===== src/stcd_pkg.sv =====
// package for the seconds to calendar date unit: types, constants and month table
`default_nettype none
package stcd_pkg;

    localparam int DATA_W          = 32;
    localparam int YEAR_W          = 7;
    localparam int MONTH_W         = 4;
    localparam int DAY_W           = 5;
    localparam int HOUR_W          = 5;
    localparam int MINUTE_W        = 6;
    localparam int SECOND_W        = 6;
    localparam int DEF_YEAR_SPAN   = 100;
    localparam int MONTHS_PER_YEAR = 12;
    localparam int OUT_DATA_W      = 40;

    localparam logic [DATA_W-1:0] SECS_PER_MIN  = 32'd60;
    localparam logic [DATA_W-1:0] SECS_PER_HOUR = 32'd3600;
    localparam logic [DATA_W-1:0] SECS_PER_DAY  = 32'd86400;
    localparam logic [DATA_W-1:0] SECS_LEAP_YR  = 32'd31622400;
    localparam logic [DATA_W-1:0] SECS_NORM_YR  = 32'd31536000;

    typedef enum logic [2:0] {
        ST_IDLE,
        ST_YEAR,
        ST_MONTH,
        ST_DAY,
        ST_HOUR,
        ST_MIN,
        ST_DONE
    } state_t;

    typedef struct packed {
        logic [YEAR_W-1:0]   year_offset;
        logic [MONTH_W-1:0]  month_number;
        logic [DAY_W-1:0]    day_of_month;
        logic [HOUR_W-1:0]   hour_of_day;
        logic [MINUTE_W-1:0] minute_of_hour;
        logic [SECOND_W-1:0] second_of_minute;
        logic                out_of_range;
    } result_t;

    function automatic logic [DATA_W-1:0] month_secs(input logic [MONTH_W-1:0] m,
                                                     input logic leap);
        logic [DAY_W-1:0] days;
        case (m)
            4'd0, 4'd2, 4'd4, 4'd6, 4'd7, 4'd9, 4'd11: days = 5'd31;
            4'd3, 4'd5, 4'd8, 4'd10:                   days = 5'd30;
            4'd1:                                      days = leap ? 5'd29 : 5'd28;
            default:                                   days = 5'd31;
        endcase
        return DATA_W'(days) * SECS_PER_DAY;
    endfunction

endpackage
`default_nettype wire


===== src/stcd_sub.sv =====
// shared compare and subtract unit
`default_nettype none
module stcd_sub (
    input  wire logic [stcd_pkg::DATA_W-1:0] a,
    input  wire logic [stcd_pkg::DATA_W-1:0] b,
    output logic                             ge,
    output logic [stcd_pkg::DATA_W-1:0]      diff
);
    import stcd_pkg::*;

    logic [DATA_W:0] wide;

    assign wide = {1'b0, a} - {1'b0, b};
    assign ge   = ~wide[DATA_W];
    assign diff = wide[DATA_W-1:0];

endmodule
`default_nettype wire


===== src/stcd_engine.sv =====
// sequencer that walks years, months and restoring division steps over the shared subtractor
`default_nettype none
module stcd_engine #(
    parameter int YEAR_SPAN = stcd_pkg::DEF_YEAR_SPAN
) (
    input  wire logic                        clk,
    input  wire logic                        rst_n,
    input  wire logic                        start,
    input  wire logic [stcd_pkg::DATA_W-1:0] seconds_count,
    input  wire logic                        take,
    output logic                             idle,
    output logic                             done,
    output stcd_pkg::result_t                res
);
    import stcd_pkg::*;

    state_t              state_reg, state_next;
    logic [DATA_W-1:0]   rest_reg, rest_next;
    logic [YEAR_W-1:0]   year_reg, year_next;
    logic [MONTH_W-1:0]  month_reg, month_next;
    logic [SECOND_W-1:0] quo_reg, quo_next;
    logic [2:0]          bit_reg, bit_next;
    logic [DAY_W-1:0]    day_reg, day_next;
    logic [HOUR_W-1:0]   hour_reg, hour_next;
    logic [MINUTE_W-1:0] min_reg, min_next;
    logic [SECOND_W-1:0] sec_reg, sec_next;
    logic                oor_reg, oor_next;

    logic [DATA_W-1:0]   sub_b;
    logic [DATA_W-1:0]   sub_diff;
    logic                sub_ge;
    logic                leap;
    logic [SECOND_W-1:0] quo_shift;
    logic [DATA_W-1:0]   rest_step;

    stcd_sub u_sub (
        .a    (rest_reg),
        .b    (sub_b),
        .ge   (sub_ge),
        .diff (sub_diff)
    );

    assign leap      = (year_reg[1:0] == 2'b00);
    assign quo_shift = {quo_reg[SECOND_W-2:0], sub_ge};
    assign rest_step = sub_ge ? sub_diff : rest_reg;

    always_ff @(posedge clk or negedge rst_n)
    begin
        if (!rst_n)
        begin
            state_reg <= ST_IDLE;
        end
        else
        begin
            state_reg <= state_next;
        end
    end

    always_ff @(posedge clk)
    begin
        rest_reg  <= rest_next;
        year_reg  <= year_next;
        month_reg <= month_next;
        quo_reg   <= quo_next;
        bit_reg   <= bit_next;
        day_reg   <= day_next;
        hour_reg  <= hour_next;
        min_reg   <= min_next;
        sec_reg   <= sec_next;
        oor_reg   <= oor_next;
    end

    always_comb
    begin
        state_next = state_reg;
        rest_next  = rest_reg;
        year_next  = year_reg;
        month_next = month_reg;
        quo_next   = quo_reg;
        bit_next   = bit_reg;
        day_next   = day_reg;
        hour_next  = hour_reg;
        min_next   = min_reg;
        sec_next   = sec_reg;
        oor_next   = oor_reg;
        sub_b      = '0;
        case (state_reg)
            ST_IDLE:
            begin
                if (start)
                begin
                    rest_next  = seconds_count;
                    year_next  = '0;
                    oor_next   = 1'b0;
                    state_next = ST_YEAR;
                end
            end
            ST_YEAR:
            begin
                sub_b = leap ? SECS_LEAP_YR : SECS_NORM_YR;
                if (sub_ge)
                begin
                    rest_next = sub_diff;
                    if (year_reg == YEAR_W'(YEAR_SPAN - 1))
                    begin
                        oor_next   = 1'b1;
                        state_next = ST_DONE;
                    end
                    else
                    begin
                        year_next = year_reg + 1'b1;
                    end
                end
                else
                begin
                    month_next = '0;
                    state_next = ST_MONTH;
                end
            end
            ST_MONTH:
            begin
                sub_b = month_secs(month_reg, leap);
                if (sub_ge && (month_reg != MONTH_W'(MONTHS_PER_YEAR - 1)))
                begin
                    rest_next  = sub_diff;
                    month_next = month_reg + 1'b1;
                end
                else
                begin
                    quo_next   = '0;
                    bit_next   = 3'd4;
                    state_next = ST_DAY;
                end
            end
            ST_DAY:
            begin
                sub_b     = SECS_PER_DAY << bit_reg;
                rest_next = rest_step;
                quo_next  = quo_shift;
                bit_next  = bit_reg - 1'b1;
                if (bit_reg == 3'd0)
                begin
                    day_next   = quo_shift[DAY_W-1:0];
                    quo_next   = '0;
                    bit_next   = 3'd4;
                    state_next = ST_HOUR;
                end
            end
            ST_HOUR:
            begin
                sub_b     = SECS_PER_HOUR << bit_reg;
                rest_next = rest_step;
                quo_next  = quo_shift;
                bit_next  = bit_reg - 1'b1;
                if (bit_reg == 3'd0)
                begin
                    hour_next  = quo_shift[HOUR_W-1:0];
                    quo_next   = '0;
                    bit_next   = 3'd5;
                    state_next = ST_MIN;
                end
            end
            ST_MIN:
            begin
                sub_b     = SECS_PER_MIN << bit_reg;
                rest_next = rest_step;
                quo_next  = quo_shift;
                bit_next  = bit_reg - 1'b1;
                if (bit_reg == 3'd0)
                begin
                    min_next   = quo_shift;
                    sec_next   = rest_step[SECOND_W-1:0];
                    state_next = ST_DONE;
                end
            end
            ST_DONE:
            begin
                if (take)
                begin
                    state_next = ST_IDLE;
                end
            end
            default:
            begin
                state_next = ST_IDLE;
            end
        endcase
    end

    assign idle = (state_reg == ST_IDLE);
    assign done = (state_reg == ST_DONE);

    always_comb
    begin
        if (oor_reg)
        begin
            res              = '0;
            res.out_of_range = 1'b1;
        end
        else
        begin
            res.year_offset      = year_reg;
            res.month_number     = month_reg + 1'b1;
            res.day_of_month     = day_reg + 1'b1;
            res.hour_of_day      = hour_reg;
            res.minute_of_hour   = min_reg;
            res.second_of_minute = sec_reg;
            res.out_of_range     = 1'b0;
        end
    end

endmodule
`default_nettype wire


===== src/seconds_to_calendar_date_unit.sv =====
// top level of the seconds to calendar date unit with stream ports and output register
// Converts a 32-bit count of seconds since the start of epoch year 0 into year offset,
// month, day, hour, minute and second, or raises out_of_range once YEAR_SPAN whole years
// fit in the count. One beat is converted at a time by a sequencer over a single 32-bit
// compare and subtract unit: it takes off whole years one by one, then whole months one
// by one, then runs 16 restoring division steps for day, hour and minute. The finished
// result waits in the engine until the output register is free, and only then is the
// next beat accepted.
// The input is ready again once the result has moved into the output register, so the
// next count can start converting while a result waits on the output side.
`default_nettype none
module seconds_to_calendar_date_unit #(
    parameter int YEAR_SPAN = stcd_pkg::DEF_YEAR_SPAN
) (
    input  wire logic                            clk,
    input  wire logic                            rst_n,
    input  wire logic                            s_axis_tvalid,
    output logic                                 s_axis_tready,
    // seconds_count
    input  wire logic [stcd_pkg::DATA_W-1:0]     s_axis_tdata,
    output logic                                 m_axis_tvalid,
    input  wire logic                            m_axis_tready,
    // year_offset, month_number, day_of_month, hour_of_day, minute_of_hour,
    // second_of_minute, zero fill
    output logic [stcd_pkg::OUT_DATA_W-1:0]      m_axis_tdata,
    // out_of_range
    output logic                                 m_axis_tuser
);
    import stcd_pkg::*;

    logic    eng_idle;
    logic    eng_done;
    logic    take;
    result_t eng_res;
    result_t out_reg;
    logic    out_valid_reg, out_valid_next;

    assign take = eng_done && (!out_valid_reg || m_axis_tready);

    stcd_engine #(
        .YEAR_SPAN (YEAR_SPAN)
    ) u_engine (
        .clk           (clk),
        .rst_n         (rst_n),
        .start         (s_axis_tvalid),
        .seconds_count (s_axis_tdata),
        .take          (take),
        .idle          (eng_idle),
        .done          (eng_done),
        .res           (eng_res)
    );

    assign s_axis_tready = eng_idle;

    always_comb
    begin
        out_valid_next = out_valid_reg;
        if (take)
        begin
            out_valid_next = 1'b1;
        end
        else if (m_axis_tready)
        begin
            out_valid_next = 1'b0;
        end
    end

    always_ff @(posedge clk or negedge rst_n)
    begin
        if (!rst_n)
        begin
            out_valid_reg <= 1'b0;
        end
        else
        begin
            out_valid_reg <= out_valid_next;
        end
    end

    always_ff @(posedge clk)
    begin
        if (take)
        begin
            out_reg <= eng_res;
        end
    end

    assign m_axis_tvalid = out_valid_reg;
    assign m_axis_tuser  = out_reg.out_of_range;
    assign m_axis_tdata  = {7'd0,
                            out_reg.second_of_minute,
                            out_reg.minute_of_hour,
                            out_reg.hour_of_day,
                            out_reg.day_of_month,
                            out_reg.month_number,
                            out_reg.year_offset};

    // busy after a beat is taken
    a_busy_after_accept: assert property (@(posedge clk) disable iff (!rst_n)
        s_axis_tvalid && s_axis_tready |=> !s_axis_tready)
        else $error("input ready right after accepting a beat");

    // out of range beat carries an all-zero date
    a_oor_zero: assert property (@(posedge clk) disable iff (!rst_n)
        m_axis_tvalid && m_axis_tuser |-> m_axis_tdata == '0)
        else $error("out of range beat with nonzero date");

    // date fields stay in their ranges
    a_date_range: assert property (@(posedge clk) disable iff (!rst_n)
        m_axis_tvalid && !m_axis_tuser |->
            out_reg.month_number >= 4'd1 && out_reg.month_number <= 4'd12 &&
            out_reg.day_of_month != 5'd0 &&
            out_reg.year_offset < YEAR_W'(YEAR_SPAN))
        else $error("date field out of range");

    // time fields stay in their ranges
    a_time_range: assert property (@(posedge clk) disable iff (!rst_n)
        m_axis_tvalid && !m_axis_tuser |->
            out_reg.hour_of_day < 5'd24 && out_reg.minute_of_hour < 6'd60 &&
            out_reg.second_of_minute < 6'd60)
        else $error("time field out of range");

endmodule
`default_nettype wire

===== config.mk =====
export PLATFORM = sky130hd
export DESIGN_NAME = seconds_to_calendar_date_unit
export DESIGN_NICKNAME = d
export VERILOG_FILES = /design/src/stcd_pkg.sv /design/src/stcd_sub.sv /design/src/stcd_engine.sv /design/src/seconds_to_calendar_date_unit.sv
export SDC_FILE = /design/constraint.sdc
export NUM_CORES = 1
export LEC_CHECK = 0
export ABC_CLOCK_PERIOD_IN_PS = 6470
export BUFFER_PORTS_ARGS = -buffer_cell sky130_fd_sc_hd__buf_2
export CORE_MARGIN = 8
export CORE_UTILIZATION = 30
export CTS_BUF_LIST = sky130_fd_sc_hd__clkbuf_4
export CTS_CLUSTER_DIAMETER = 30
export CTS_CLUSTER_SIZE = 12
export DETAILED_ROUTE_END_ITERATION = 8
export SETUP_SLACK_MARGIN = 0.5
export SLEW_MARGIN = 0
export SYNTH_ARGS = -nofsm -noshare
export SYNTH_HDL_FRONTEND = slang
export SYNTH_SLANG_ARGS = --single-unit

===== constraint.sdc =====
create_clock -name clk -period 6.47 [get_ports clk]
set_input_delay 0.647 -clock clk [delete_from_list [all_inputs] [get_ports clk]]
set_output_delay 0.647 -clock clk [all_outputs]
set_load 0.01 [all_outputs]

### After elaboration in Yosys (flattened, before gate mapping)

Index checks and enable logic that the tools add are counted.

| storage, ports and cells | value |
|---|---|
| logic and storage cells | 122 |
| output and inout bits | 43 |
| register bits after elaboration | 112 |
| input port bits | 36 |

| operators by class | value |
|---|---|
| bitwise gates (word level) | 1 |
| add/sub/neg operators | 5 |
| shift operators | 3 |
| multiply operators | 1 |
| multiplexer cells | 39 |
| reduce and logical (&&, ||, !) cells | 27 |
| equality and inequality tests | 26 |

Operators by type and width:

| cell | number |
|---|---|
| $pmux 32 s5 | 1 |
| $mux 32 | 3 |
| $pmux 32 s3 | 1 |
| $mux 3 | 11 |
| $sub 32x32->33 | 1 |
| $shl 12x3->32 const A | 1 |
| $shl 17x3->32 const A | 1 |
| $shl 6x3->32 const A | 1 |
| $mux 7 | 3 |
| $pmux 3 s7 | 1 |
| $mux 18 | 1 |
| $mul 5x10->15 const B | 1 |
| $mux 5 | 3 |
| $pmux 5 s3 | 1 |
| $pmux 7 s2 | 1 |
| $ne 2x1->1 const B | 6 |
| $ne 2x2->1 const B | 6 |
| $pmux 3 s4 | 1 |
| $reduce_and 4->1 | 3 |
| $pmux 5 s2 | 1 |
| $reduce_and 2->1 | 5 |
| $eq 3x3->1 const B | 3 |
| $eq 4x4->1 const B | 2 |
| $mux 4 | 2 |
| other kinds (28) | 42 |

### Longest topological paths before layout

Gate-level depths: netlist of run 1.

| logic depth | value |
|---|---|
| depth after elaboration | 11 |
| gate-level depth with buffers | 23 |
| mapped depth without buffers | 19 |

### Cells and area by module

A second synthesis of run 1 with hierarchy kept.

| unflattened totals | value |
|---|---|
| cell total of the unflattened synthesis | 776 |
| area, all modules | 7591.0 um^2 |

Modules (own cells, without submodules):

| module | area an instance (um^2) | cells each | instances | sequential area each (um^2) |
|---|---|---|---|---|
| stcd_engine | 4490.6 | 424 | 1 | 2297.2 |
| stcd_sub | 1979.4 | 306 | 1 | 0.0 |
| seconds_to_calendar_date_unit | 1121.1 | 46 | 1 | 1046.0 |

### Worst setup path after synthesis of run 1

Ideal clock, no wire load.

| timing | value |
|---|---|
| path type | register -> register |
| from | reg u_engine.state_reg[1] |
| to | reg u_engine.rest_reg[10], enable pin |
| stages on the path, launching flop included | 21 |
| setup time | 384 ps |
| clock period less this slack | 5188 ps |
| setup slack | 1282 ps |
| path buffers | 2 |
| arrival | 4803 ps |
| cell sequence | dfrtp_1 -> clkbuf_1 -> inv_1 -> clkbuf_1 -> ha_1 -> nand2b_1 -> nor2_1 -> o2bb2ai_1 -> nor2_1 -> a21oi_1 -> a21oi_1 -> o22ai_1 -> a22oi_1 -> ha_1 -> and3_1 -> o21ai_2 -> a2111oi_4 -> o21ai_2 -> a32oi_1 -> o21a_1 -> o21a_1 |

| on the way | value |
|---|---|
| cells in the longest elaborated chain, start to end | 7 |
| elaborated cells on any way between the ends | 16 |
| those cells by class | add/sub (1); eq/ne (8); mux (1); bitwise (1); reduce/logical (5) |

RTL lines:

| element | line | source |
|---|---|---|
| start: declaration | stcd_engine.sv:17 | `state_t state_reg, state_next;` |
| start signal: assignment | stcd_engine.sv:55 | `state_reg <= state_next;` |
| $eq 3x3->1, or another cell as far along | stcd_engine.sv:87 | `case (state_reg)` |
| $pmux 32 s5 | stcd_engine.sv:87 |  |
| $sub 32x32->33 | stcd_sub.sv:13 | `assign wide = {1'b0, a} - {1'b0, b};` |
| $not 1->1 | stcd_sub.sv:14 | `assign ge = ~wide[DATA_W];` |
| $logic_and 1x1->1 | stcd_engine.sv:123 | `if (sub_ge && (month_reg != MONTH_W'(MONTHS_PER_YEAR - 1)))` |
| $ne 2x1->1 (no source line) | - |  |
| $reduce_and 4->1 (no source line) (*) | - |  |
| end signal: assignment | stcd_engine.sv:61 | `rest_reg <= rest_next;` |
| end: declaration | stcd_engine.sv:18 | `logic [DATA_W-1:0] rest_reg, rest_next;` |

Every way passes the cells marked *; elsewhere a longest branch is shown, timed or not.
A chain may end at the register's enable or synchronous reset.

### Worst setup path after layout of run 1

| timing | value |
|---|---|
| from | reg u_engine.state_reg[1] |
| to | reg u_engine.rest_reg[23], enable pin |

The elaborated chain is that of the path after synthesis.

==> impl_metrics.tcl, run 1 <==
set metrics [dict create \
    run_status "completed" \
    critPathKind "reg2reg" \
    yosysTopAreaCellShare_pct 46.0 \
    p_int_w 0.00266 \
    synth_largest_area_cell "sky130_fd_sc_hd__edfxtp_1" \
    stdcell_count 1077 \
    grt_pass1_vias 5104 \
    cts_tree "built" \
    synth_ff_type "sky130_fd_sc_hd__edfxtp_1" \
    synthXorXnorAreaFrac_pct 4.59 \
    hold_path_startpoint "s_axis_tdata[13]" \
    yosys.area_share.adder_pct 7.45 \
    setup.worst_path.start_class "register" \
    yosys-top-cells-count "sky130_fd_sc_hd__edfxtp_1 (108), sky130_fd_sc_hd__nor2_1 (77), sky130_fd_sc_hd__a21oi_1 (48)" \
    clk_path_buf_depth 2 \
    share_clk_of_total_power_pct 7.2 \
    place_hpwl_mm 13.7 \
    post_synth_and_or_nand_nor_area_fraction_pct 14.7 \
    synth_seq_cells 112 \
    max-slew-margin-rel_pct 28.2 \
    timing.critical_path.buf_inv 1 \
    slew_viol_final 0 \
    nets 831 \
    period_share_pct 82.1 \
    synthesized_instance_count 689 \
    fin_crit_ns 5.31 \
    number_of_placement_rows 56 \
    design_area_sq_mm 0.00792 \
    placed_cell_area_sq_mm 0.00776 \
    hold-path-endpoint "u_engine.rest_reg[13]" \
    routed_wire_length_per_instance_um 16.6 \
    buffer_ports.inserted 71 \
    cts_sinks 112 \
    clock_root_buffer "sky130_fd_sc_hd__clkbuf_4" \
    syn-cell-area_sq_mm 0.00705 \
    ant_nets 0 \
    largest_register_ffs 33 \
    sequentialPowerShare_pct 27.5 \
    initial_cell_density_of_the_core_pct 30.3 \
    r2r_setup_slack_ns 1.16 \
    synth_mux_area_share_pct 1.08 \
    critical_path.cell_chain "inv_1 -> ha_1 -> nand2b_1 -> nor2_1 -> o2bb2ai_1 -> nor2_1 -> a21oi_1 -> a21oi_1 -> o22ai_1 -> a22oi_1 -> ha_1 -> and3_1 -> o21ai_2 -> a2111oi_4 -> o21ai_2 -> a32oi_1 -> o21a_1 -> o21a_4" \
    grt_start_max_net_pins 35 \
    timing.critical_path.slowest_stage_cell "sky130_fd_sc_hd__a32oi_1" \
    transition_time_at_the_pin_with_the_least_slew_margin_ns 1.08 \
    finalWeightedCongestion 0.889 \
    total_number_of_yosys_warnings 0 \
    die_area_sq_mm 0.0287 \
    dp_cells 1060 \
    core_area_sq_mm 0.0233 \
    drt_first_iter_violations 464 \
    aggregate_global_routing_overflow 0 \
    cell_with_the_most_instances_after_synthesis "sky130_fd_sc_hd__edfxtp_1" \
    clkTransAtPathRegs_ns 0.20 \
    dp_slack_ns 0.610 \
    h-tree-depth 3 \
    timing_hold_violations_final 0 \
    number_of_vias_after_detailed_routing 5431 \
    firstDrtPassIters 5 \
    yosys-top-cells-area "sky130_fd_sc_hd__edfxtp_1 (46%), sky130_fd_sc_hd__ha_1 (7.5%), sky130_fd_sc_hd__nor2_1 (4.1%)" \
    worst_skew_pair.late_latency_ns 0.51 \
    crit_start "u_engine.state_reg[1]" \
    worst_setup_path_end_kind "register" \
    power_density_mw_per_mm2 622 \
    final_setup_violation_count 0 \
    worstReg2RegStart "u_engine.state_reg[1]" \
    final.setup.worst_slack_ns 1.16 \
    power_switching_share_pct 46.1 \
    r2r_cells 18 \
    totalNegativeSetupSlack_ns 0 \
    grt_pass1_wl_mm 27.7 \
    critPathMaxStageDelay_ns 0.54 \
    area.growth.synth_to_final_pct 12.3 \
    min_path_type "in2reg" \
    cp_max_fanout 26 \
    unrepaired_setup_endpoints_after_global_routing "no" \
    grt_util_all_layers_pct 12.2 \
    tritoncts.num_buffers 9 \
    synth_top_family_by_area "compound AO/OA/AOI/OAI gates" \
    vdd_drop_max_mv 0.578 \
    worst_reg2reg_endpoint "u_engine.rest_reg[23]" \
    timing.fmax_mhz 188 \
    synth_compound_gate_area_share_pct 20.5 \
    cp_data_arrival_time_ns 5.48 \
    hold_depth 2 \
    io-pin-count 79 \
    synthDistinctLibCells 63 \
    postRouteWirelength_mm 17.8 \
    timing.hold.ws_ns 0.394 \
    synth.yosys.seq_area_share_pct 47.4 \
    finClkSkew_ns 0.0365 \
    max_cap_viol_count 0 \
    p_leak_nw 3.07 \
    synth-async-reset-ratio_pct 3.57 \
    power.net_switching_w 0.00227 \
    die_height_um 169 \
    critPathTopFamily "compound AO/OA/AOI/OAI gates" \
    fraction_of_layout_instances_using_a_drive_strength_above_1_pct 16.5 \
    number_of_antenna_violations_at_the_first_check_in_global_routing 0 \
    fillerInstances 2447 \
    crit_required_ns 6.64 \
    die_w_um 169 \
    n_antenna_cell 0 \
    via_per_inst 5.04 \
    drc 0 \
    post_synth_edffs 108 \
    share_comb_of_total_power_pct 65.3 \
    synthesis.area_per_instance_sq_um 10.2 \
]
per-stage QoR:
| stage | utilization [%] | power (W) |
|---|---|---|
| 6_report | 34.1 | 0.00493 |
| 5_1_grt | 34.1 | 0.00534 |
| 4_1_cts | 34.0 | 0.00491 |
| 3_5_place_dp | 33.4 | 0.00453 |
| 3_3_place_gp | 33.4 | 0.00453 |
| 2_1_floorplan | - | 0.00379 |
cells in the final DEF (no fill, tap or decap), types with 4 or more instances in the layout:
| master | n |
|---|---|
| sky130_fd_sc_hd__a211oi_1 | 6 |
| sky130_fd_sc_hd__a21o_1 | 13 |
| sky130_fd_sc_hd__a21oi_1 | 48 |
| sky130_fd_sc_hd__a22o_1 | 25 |
| sky130_fd_sc_hd__a22oi_1 | 6 |
| sky130_fd_sc_hd__a311oi_1 | 4 |
| sky130_fd_sc_hd__a31oi_1 | 11 |
| sky130_fd_sc_hd__a32o_1 | 4 |
| sky130_fd_sc_hd__and3_1 | 6 |
| sky130_fd_sc_hd__buf_2 | 71 |
| sky130_fd_sc_hd__buf_4 | 16 |
| sky130_fd_sc_hd__clkbuf_4 | 9 |
| sky130_fd_sc_hd__conb_1 | 7 |
| sky130_fd_sc_hd__dfrtp_1 | 4 |
| sky130_fd_sc_hd__edfxtp_1 | 108 |
| sky130_fd_sc_hd__ha_1 | 42 |
| sky130_fd_sc_hd__inv_1 | 24 |
| sky130_fd_sc_hd__inv_8 | 4 |
| sky130_fd_sc_hd__mux2_2 | 5 |
| sky130_fd_sc_hd__nand2_1 | 46 |
| sky130_fd_sc_hd__nand2b_1 | 4 |
| sky130_fd_sc_hd__nand3_1 | 18 |
| sky130_fd_sc_hd__nand3b_1 | 4 |
| sky130_fd_sc_hd__nor2_1 | 77 |
| sky130_fd_sc_hd__nor2b_1 | 32 |
| sky130_fd_sc_hd__nor3_1 | 17 |
| sky130_fd_sc_hd__o211ai_1 | 4 |
| sky130_fd_sc_hd__o21a_1 | 8 |
| sky130_fd_sc_hd__o21ai_0 | 25 |
| sky130_fd_sc_hd__o21ai_2 | 4 |
| sky130_fd_sc_hd__o22a_1 | 4 |
| sky130_fd_sc_hd__o22ai_1 | 8 |
| sky130_fd_sc_hd__or3_1 | 6 |
| sky130_fd_sc_hd__xnor2_1 | 19 |
| sky130_fd_sc_hd__xor2_1 | 18 |
repair_timing:
item	4_1_cts	5_1_grt
setup endpoints to repair	0	26
resized for setup	0	2
hold buffers	1	0
setup buffers	0	0
hold endpoints to repair	4	0
worst max-delay path by stage:
stage	slack, ns	end	cells after the start
after CTS	0.54	u_engine.rest_reg[23]	18
after global placement	0.81	u_engine.rest_reg[10]	15
final	1.16	u_engine.rest_reg[23]	18
after floorplan	1.28	u_engine.rest_reg[10]	20
after global routing	0.69	u_engine.rest_reg[23]	18
after detailed placement	0.61	u_engine.rest_reg[10]	18
logic make-up after synthesis:
kind of cell             count (synthesis)
XOR/XNOR                                37
AO/OA/AOI/OAI                          203
AND/OR/NAND/NOR                        221
multiplexers                             7
adder cells (fa/ha/maj)                 42
other                                    1
flip-flops                             112
buffers and inverters                   66
power by group through the flow:
stage,Combinational (W),Sequential [W],Clock [W]
after floorplan,0.00249,0.00131,0
after global placement,0.00316,0.00137,0
after detailed placement,0.00316,0.00138,0
after CTS,0.00319,0.00136,0.000369
after global routing,0.00357,0.00138,0.000392
final,0.00322,0.00136,0.000357
routing by layer:
layer  vias to the layer above  global-route usage [%]  wire length (um)
li1                       2687                       -                 -
met1                      2536                    16.5              8230
met2                       184                    19.4              8040
met3                        24                    2.72              1280
met4                         0                    3.42               270
met5                         -                       0                 0
area by class of cell:
class                   count  area [sq um]  share of cell area, %
clock inverters             7          77.6                  0.979
inverters                  25          93.8                   1.18
flip-flops and latches    112          3340                   42.2
clock buffers               9          67.6                  0.853
well taps                 319           399                   5.04
repair buffers             88           485                   6.13
multi-input cells         517          3460                   43.6
No activity file was read; power rests on OpenSTA's default activity.
==> run 2: changes to the inputs <==
ABC_CLOCK_PERIOD_IN_PS = 4600   (was 6470)
clock period = 4.6 ns   (was 6.47 ns; I/O delays follow)
==> impl_metrics.tcl, run 2 (same netlist as run 1, synthesis figures left out) <==
set metrics [dict create \
    run_status "completed" \
    postRouteWirelength_mm 20.2 \
    fillerInstances 2328 \
    worst_reg2reg_endpoint "u_engine.rest_reg[16]" \
    p_int_w 0.00434 \
    number_of_antenna_violations_at_the_first_check_in_global_routing 0 \
    worstReg2RegStart "u_engine.month_reg[1]" \
    number_of_placement_rows 56 \
    min_path_type "in2reg" \
    io-pin-count 79 \
    hold-path-endpoint "u_engine.rest_reg[13]" \
    cp_data_arrival_time_ns 4.26 \
    worst_setup_path_end_kind "register" \
    transition_time_at_the_pin_with_the_least_slew_margin_ns 1.29 \
    area.growth.synth_to_final_pct 26.1 \
    placed_cell_area_sq_mm 0.00803 \
    cts_sinks 112 \
    power_switching_share_pct 45.5 \
    firstDrtPassIters 5 \
    clock_root_buffer "sky130_fd_sc_hd__clkbuf_4" \
    worst_skew_pair.late_latency_ns 0.49 \
    grt_start_max_net_pins 35 \
    totalNegativeSetupSlack_ns 0 \
    clkTransAtPathRegs_ns 0.18 \
    p_leak_nw 3.44 \
    layout.cells.most_common_list "sky130_fd_sc_hd__edfxtp_1 (108), sky130_fd_sc_hd__nor2_1 (72), sky130_fd_sc_hd__buf_2 (71)" \
    timing_hold_violations_final 0 \
    drc 0 \
    sequentialPowerShare_pct 23.9 \
    die_area_sq_mm 0.0287 \
    h-tree-depth 3 \
    cp_max_fanout 7 \
    share_comb_of_total_power_pct 70.0 \
    slew_viol_final 0 \
    design_area_sq_mm 0.00889 \
    final_setup_violation_count 0 \
    grt_util_all_layers_pct 13.4 \
    cts_tree "built" \
    buffer_ports.inserted 71 \
    via_per_inst 5.21 \
    max_cap_viol_count 0 \
    r2r_setup_slack_ns 0.54 \
    drt_first_iter_violations 471 \
    grt_pass1_vias 5594 \
    fin_crit_ns 4.06 \
    share_clk_of_total_power_pct 6.1 \
    number_of_vias_after_detailed_routing 5943 \
    core_area_sq_mm 0.0233 \
    die_height_um 169 \
    setup.worst_path.start_class "register" \
    aggregate_global_routing_overflow 0 \
    finClkSkew_ns 0.0244 \
    r2r_cells 18 \
    routed_wire_length_per_instance_um 17.7 \
    max-slew-margin-rel_pct 13.4 \
    tritoncts.num_buffers 9 \
    finalWeightedCongestion 0.898 \
    die_w_um 169 \
    period_share_pct 88.3 \
    clk_path_buf_depth 2 \
    critPathKind "reg2reg" \
    fraction_of_layout_instances_using_a_drive_strength_above_1_pct 29.4 \
    ant_nets 0 \
    crit_required_ns 4.80 \
    timing.hold.ws_ns 0.223 \
    largest_register_ffs 33 \
    grt_pass1_wl_mm 30.5 \
    place_hpwl_mm 14.3 \
    unrepaired_setup_endpoints_after_global_routing "yes" \
    power_density_mw_per_mm2 896 \
    timing.fmax_mhz 246 \
    layout.cells.most_common "sky130_fd_sc_hd__edfxtp_1" \
    power.net_switching_w 0.00363 \
    nets 893 \
    hold_path_startpoint "s_axis_tdata[13]" \
    vdd_drop_max_mv 0.767 \
    initial_cell_density_of_the_core_pct 30.3 \
    hold_depth 2 \
]
## run 2: cell count changes in the layout (fill, tap and decap cells not counted), sizes merged
cell      before  now
clkinvlp       1    0
diode          0    1
clkinv         3    4
o21a           9   12
buf           87  143
clkbuf         9   11
a21oi         49   50
## run 2: power by group through the flow
stage	clock network (W)	logic [W]	registers (W)
finish	0.000485	0.00558	0.00190
global route	0.000539	0.00605	0.00194
CTS	0.000508	0.00498	0.00188
detailed placement	0	0.00478	0.00191
global placement	0	0.00476	0.00190
floorplan	0	0.00355	0.00184
## run 2: how the worst max path moves through the flow
| stage | slack (ns) | cells after the start | endpoint | from |
|---|---|---|---|---|
| finish | 0.54 | 18 | u_engine.rest_reg[16] | u_engine.month_reg[1] |
| detailed placement | 0.21 | 15 | u_engine.rest_reg[25] | u_engine.month_reg[0] |
| CTS | 0.45 | 19 | u_engine.rest_reg[16] | u_engine.state_reg[1] |
| floorplan | 0.51 | 18 | u_engine.rest_reg[5] | u_engine.state_reg[1] |
| global route | 0.40 | 19 | u_engine.rest_reg[18] | u_engine.month_reg[0] |
| global placement | 0.35 | 15 | u_engine.rest_reg[25] | u_engine.month_reg[0] |
## run 2: timing repair
item	4_1_cts	5_1_grt
endpoints found under the setup margin	79	88
buffers inserted	11	20
gates resized for setup	20	54
pin swaps	6	23
hold buffers	1	0
cloned	2	3
endpoints found under the hold margin	4	0
## run 2: layout make-up
type	count	area, sq um	share of cell area, %
well taps	319	399	4.49
clock buffers	9	67.6	0.760
repair buffers	146	1020	11.4
multi-input cells	521	3900	43.8
clock inverters	7	68.8	0.774
inverters	25	95.1	1.07
diodes	1	2.50	0.0281
flip-flops and latches	112	3350	37.6
## run 2: per-layer routing
layer	up-vias	part of all wire (%)	track usage (%)
met2	249	47	21.6
li1	2820	-	-
met3	32	6.4	3.07
met4	0	1.7	3.69
met1	2842	45	17.7
met5	-	0	0
## run 2: critical path, stage by stage, from the launching register on
cell                        delay (ns)
sky130_fd_sc_hd__edfxtp_1         0.53
sky130_fd_sc_hd__ha_4             0.22
sky130_fd_sc_hd__nor2b_4          0.13
sky130_fd_sc_hd__nor2_1           0.12
sky130_fd_sc_hd__a31oi_1          0.06
sky130_fd_sc_hd__o21ai_2          0.27
sky130_fd_sc_hd__inv_2            0.10
sky130_fd_sc_hd__ha_4             0.17
sky130_fd_sc_hd__o22ai_2          0.14
sky130_fd_sc_hd__a22oi_2          0.13
sky130_fd_sc_hd__ha_4             0.32
sky130_fd_sc_hd__and3_4           0.20
sky130_fd_sc_hd__o21ai_4          0.07
sky130_fd_sc_hd__a2111oi_4        0.38
sky130_fd_sc_hd__o21ai_2          0.13
sky130_fd_sc_hd__buf_6            0.14
sky130_fd_sc_hd__a32oi_4          0.24
sky130_fd_sc_hd__o21a_4           0.23
sky130_fd_sc_hd__o21a_4           0.21
## run 2: through the flow
stage | utilization [%] | total power [W] | setup WS (ns) | std cells
final | 38.2 | 0.00797 | 0.540 | 1140
after global routing | 38.2 | 0.00852 | 0.400 | 1139
after CTS | 36.0 | 0.00737 | 0.446 | 1116
after detailed placement | 34.5 | 0.00669 | 0.214 | 1086
after global placement | 34.5 | 0.00667 | 0.351 | 1086
after floorplan | - | 0.00539 | 0.513 | 695
==> run 3: changes to the inputs <==
ABC_CLOCK_PERIOD_IN_PS = 3600   (was 4600)
clock period = 3.6 ns   (was 4.6 ns; I/O delays follow)
==> impl_metrics.tcl, run 3 (same netlist as run 1, synthesis figures left out) <==
set metrics [dict create \
    run_status "finished, violations left" \
    violations "setup timing" \
    area.growth.synth_to_final_pct 43.7 \
    final.setup.worst_slack_ns -0.546 \
    timing_hold_violations_final 0 \
    dp_cells 1240 \
    cts_tree "built" \
    clock_root_buffer "sky130_fd_sc_hd__clkbuf_4" \
    h-tree-depth 3 \
    largest_register_ffs 33 \
    multi_input_area_sq_mm 0.00394 \
    buffer_ports.inserted 71 \
    stdcell_count 1286 \
    nets 1040 \
    fin_crit_ns 4.15 \
    layout.cells.most_common_list "sky130_fd_sc_hd__buf_4 (197), sky130_fd_sc_hd__edfxtp_1 (108), sky130_fd_sc_hd__nor2_1 (73)" \
    place_hpwl_mm 15.7 \
    cts_sinks 112 \
    layout.cells.most_common "sky130_fd_sc_hd__buf_4" \
    crit_path_frequent_cell "sky130_fd_sc_hd__ha_4" \
    hold_depth 2 \
    max-slew-margin-rel_pct 29.2 \
    critPathMaxStageDelay_ns 0.52 \
    critical_path.cell_chain "buf_6 -> ha_4 -> nor4b_4 -> buf_4 -> clkinvlp_4 -> ha_4 -> a22oi_2 -> o22a_1 -> ha_4 -> and3_4 -> o21ai_4 -> a2111oi_4 -> o21ai_2 -> buf_4 -> and3_4 -> buf_12 -> a211o_1 -> a32o_1" \
    routed_wire_length_per_instance_um 16.5 \
    die_height_um 169 \
    number_of_antenna_violations_at_the_first_check_in_global_routing 0 \
    postRouteWirelength_mm 21.2 \
    aggregate_global_routing_overflow 0 \
    hold_path_startpoint "s_axis_tdata[13]" \
    firstDrtPassIters 5 \
    final_setup_violation_count 93 \
    grt_util_all_layers_pct 14.6 \
    io-pin-count 79 \
    worstReg2RegStart "u_engine.month_reg[0]" \
    ant_nets 0 \
    number_of_placement_rows 56 \
    clk_path_buf_depth 2 \
    r2r_cells 18 \
    fillerInstances 2273 \
    design_area_sq_mm 0.0101 \
    hold-path-endpoint "u_engine.rest_reg[13]" \
    crit_required_ns 3.89 \
    final-seq-area_sq_mm 0.00334 \
    number_of_vias_after_detailed_routing 6309 \
    clkTransAtPathRegs_ns 0.22 \
    grt_pass1_vias 6185 \
    core_area_sq_mm 0.0233 \
    timing.fmax_mhz 241 \
    placed_cell_area_sq_mm 0.00929 \
    cp_max_fanout 10 \
    power_density_mw_per_mm2 1200 \
    worst_setup_path_end_kind "register" \
    max_cap_viol_count 0 \
    grt_start_max_net_pins 35 \
    worst_skew_pair.late_latency_ns 0.53 \
    p_leak_nw 4.19 \
    slew_viol_final 0 \
    period_share_pct 115 \
    vdd_drop_max_mv 1.18 \
    worst_reg2reg_endpoint "u_engine.rest_reg[5]" \
    die_w_um 169 \
    tritoncts.num_buffers 9 \
    finClkSkew_ns 0.0383 \
    post-route-util_pct 43.6 \
    r2r_setup_slack_ns -0.55 \
    grt_pass1_wl_mm 32.9 \
    n_antenna_cell 0 \
    via_per_inst 4.91 \
    die_area_sq_mm 0.0287 \
    min_path_type "in2reg" \
    setup.worst_path.start_class "register" \
    transition_time_at_the_pin_with_the_least_slew_margin_ns 1.06 \
    critPathKind "reg2reg" \
    drc 0 \
    unrepaired_setup_endpoints_after_global_routing "yes" \
    totalNegativeSetupSlack_ns -38.12 \
    fraction_of_layout_instances_using_a_drive_strength_above_1_pct 41.2 \
    cp_data_arrival_time_ns 4.44 \
    drt_first_iter_violations 367 \
    timing.critical_path.slowest_stage_cell "sky130_fd_sc_hd__edfxtp_1" \
    finalWeightedCongestion 0.874 \
    initial_cell_density_of_the_core_pct 30.3 \
]
[run 3: changes by cell type in the layout (fill, tap and decap cells not counted), moves of 3 or more]
| cell | before | now |
|---|---|---|
| sky130_fd_sc_hd__buf_4 | 61 | 197 |
| sky130_fd_sc_hd__buf_6 | 6 | 21 |
| sky130_fd_sc_hd__o21a_4 | 5 | 1 |
| sky130_fd_sc_hd__a21oi_1 | 42 | 39 |
| sky130_fd_sc_hd__o21ai_0 | 19 | 16 |
[run 3: area by class of cell]
cell class	count	share of cell area [%]
Clock buffer	9	0.667
Clock inverter	7	0.692
Inverter	25	1.07
Multi-Input combinational cell	518	38.9
Sequential cell	112	33.0
Tap cell	319	3.94
Timing Repair Buffer	296	21.7
[run 3: how the worst max path moves through the flow]
stage | cells after the start | slack (ns) | start | endpoint
CTS | 19 | -0.48 | u_engine.month_reg[1] | u_engine.rest_reg[21]
detailed placement | 17 | -0.65 | u_engine.month_reg[0] | u_engine.rest_reg[25]
finish | 18 | -0.55 | u_engine.month_reg[0] | u_engine.rest_reg[5]
global placement | 18 | -0.55 | u_engine.month_reg[0] | u_engine.rest_reg[25]
floorplan | 20 | -0.44 | u_engine.state_reg[1] | u_engine.rest_reg[10]
global route | 23 | -0.64 | u_engine.month_reg[0] | u_engine.rest_reg[16]
[run 3: layer usage]
layer,vias up,GRT usage [%],part of all wire (%)
met4,0,4.46,2.2
met2,164,24.7,47
met3,35,3.00,4.8
met5,-,0,0
li1,3124,-,-
met1,2986,18.4,45
[run 3: what timing repair did]
| item | CTS | global route |
|---|---|---|
| cloned | 3 | 0 |
| hold buffers | 1 | 0 |
| setup endpoints to repair | 93 | 93 |
| gates resized for setup | 40 | 52 |
| hold endpoints to repair | 4 | 0 |
| pin swaps | 26 | 26 |
| setup buffers | 18 | 8 |
[run 3: worst max-delay path, delay by kind of cell (launching register included)]
family,cells,cell delay [ns]
AO/OA/AOI/OAI,7,1.29
adder cells (fa/ha/maj),3,0.75
AND/OR/NAND/NOR,3,0.58
buffers and inverters,5,0.77
flip-flops,1,0.52
[run 3: through the flow]
step	hold slack, ns	worst slack [ns]	power (W)
2_1_floorplan	0.0644	-0.445	0.00696
3_3_place_gp	0.175	-0.550	0.0102
3_5_place_dp	0.175	-0.650	0.0102
4_1_cts	0.0671	-0.482	0.0114
5_1_grt	0.0697	-0.636	0.0130
6_report	0.114	-0.546	0.0121
[run 3: power breakdown]
part	switching [W]	leakage, nW	internal (W)
Sequential	0.000269	1.09	0.00216
Clock	0.000481	0.0775	0.000165
Combinational	0.00432	3.03	0.00471
Total	0.00507	4.19	0.00704
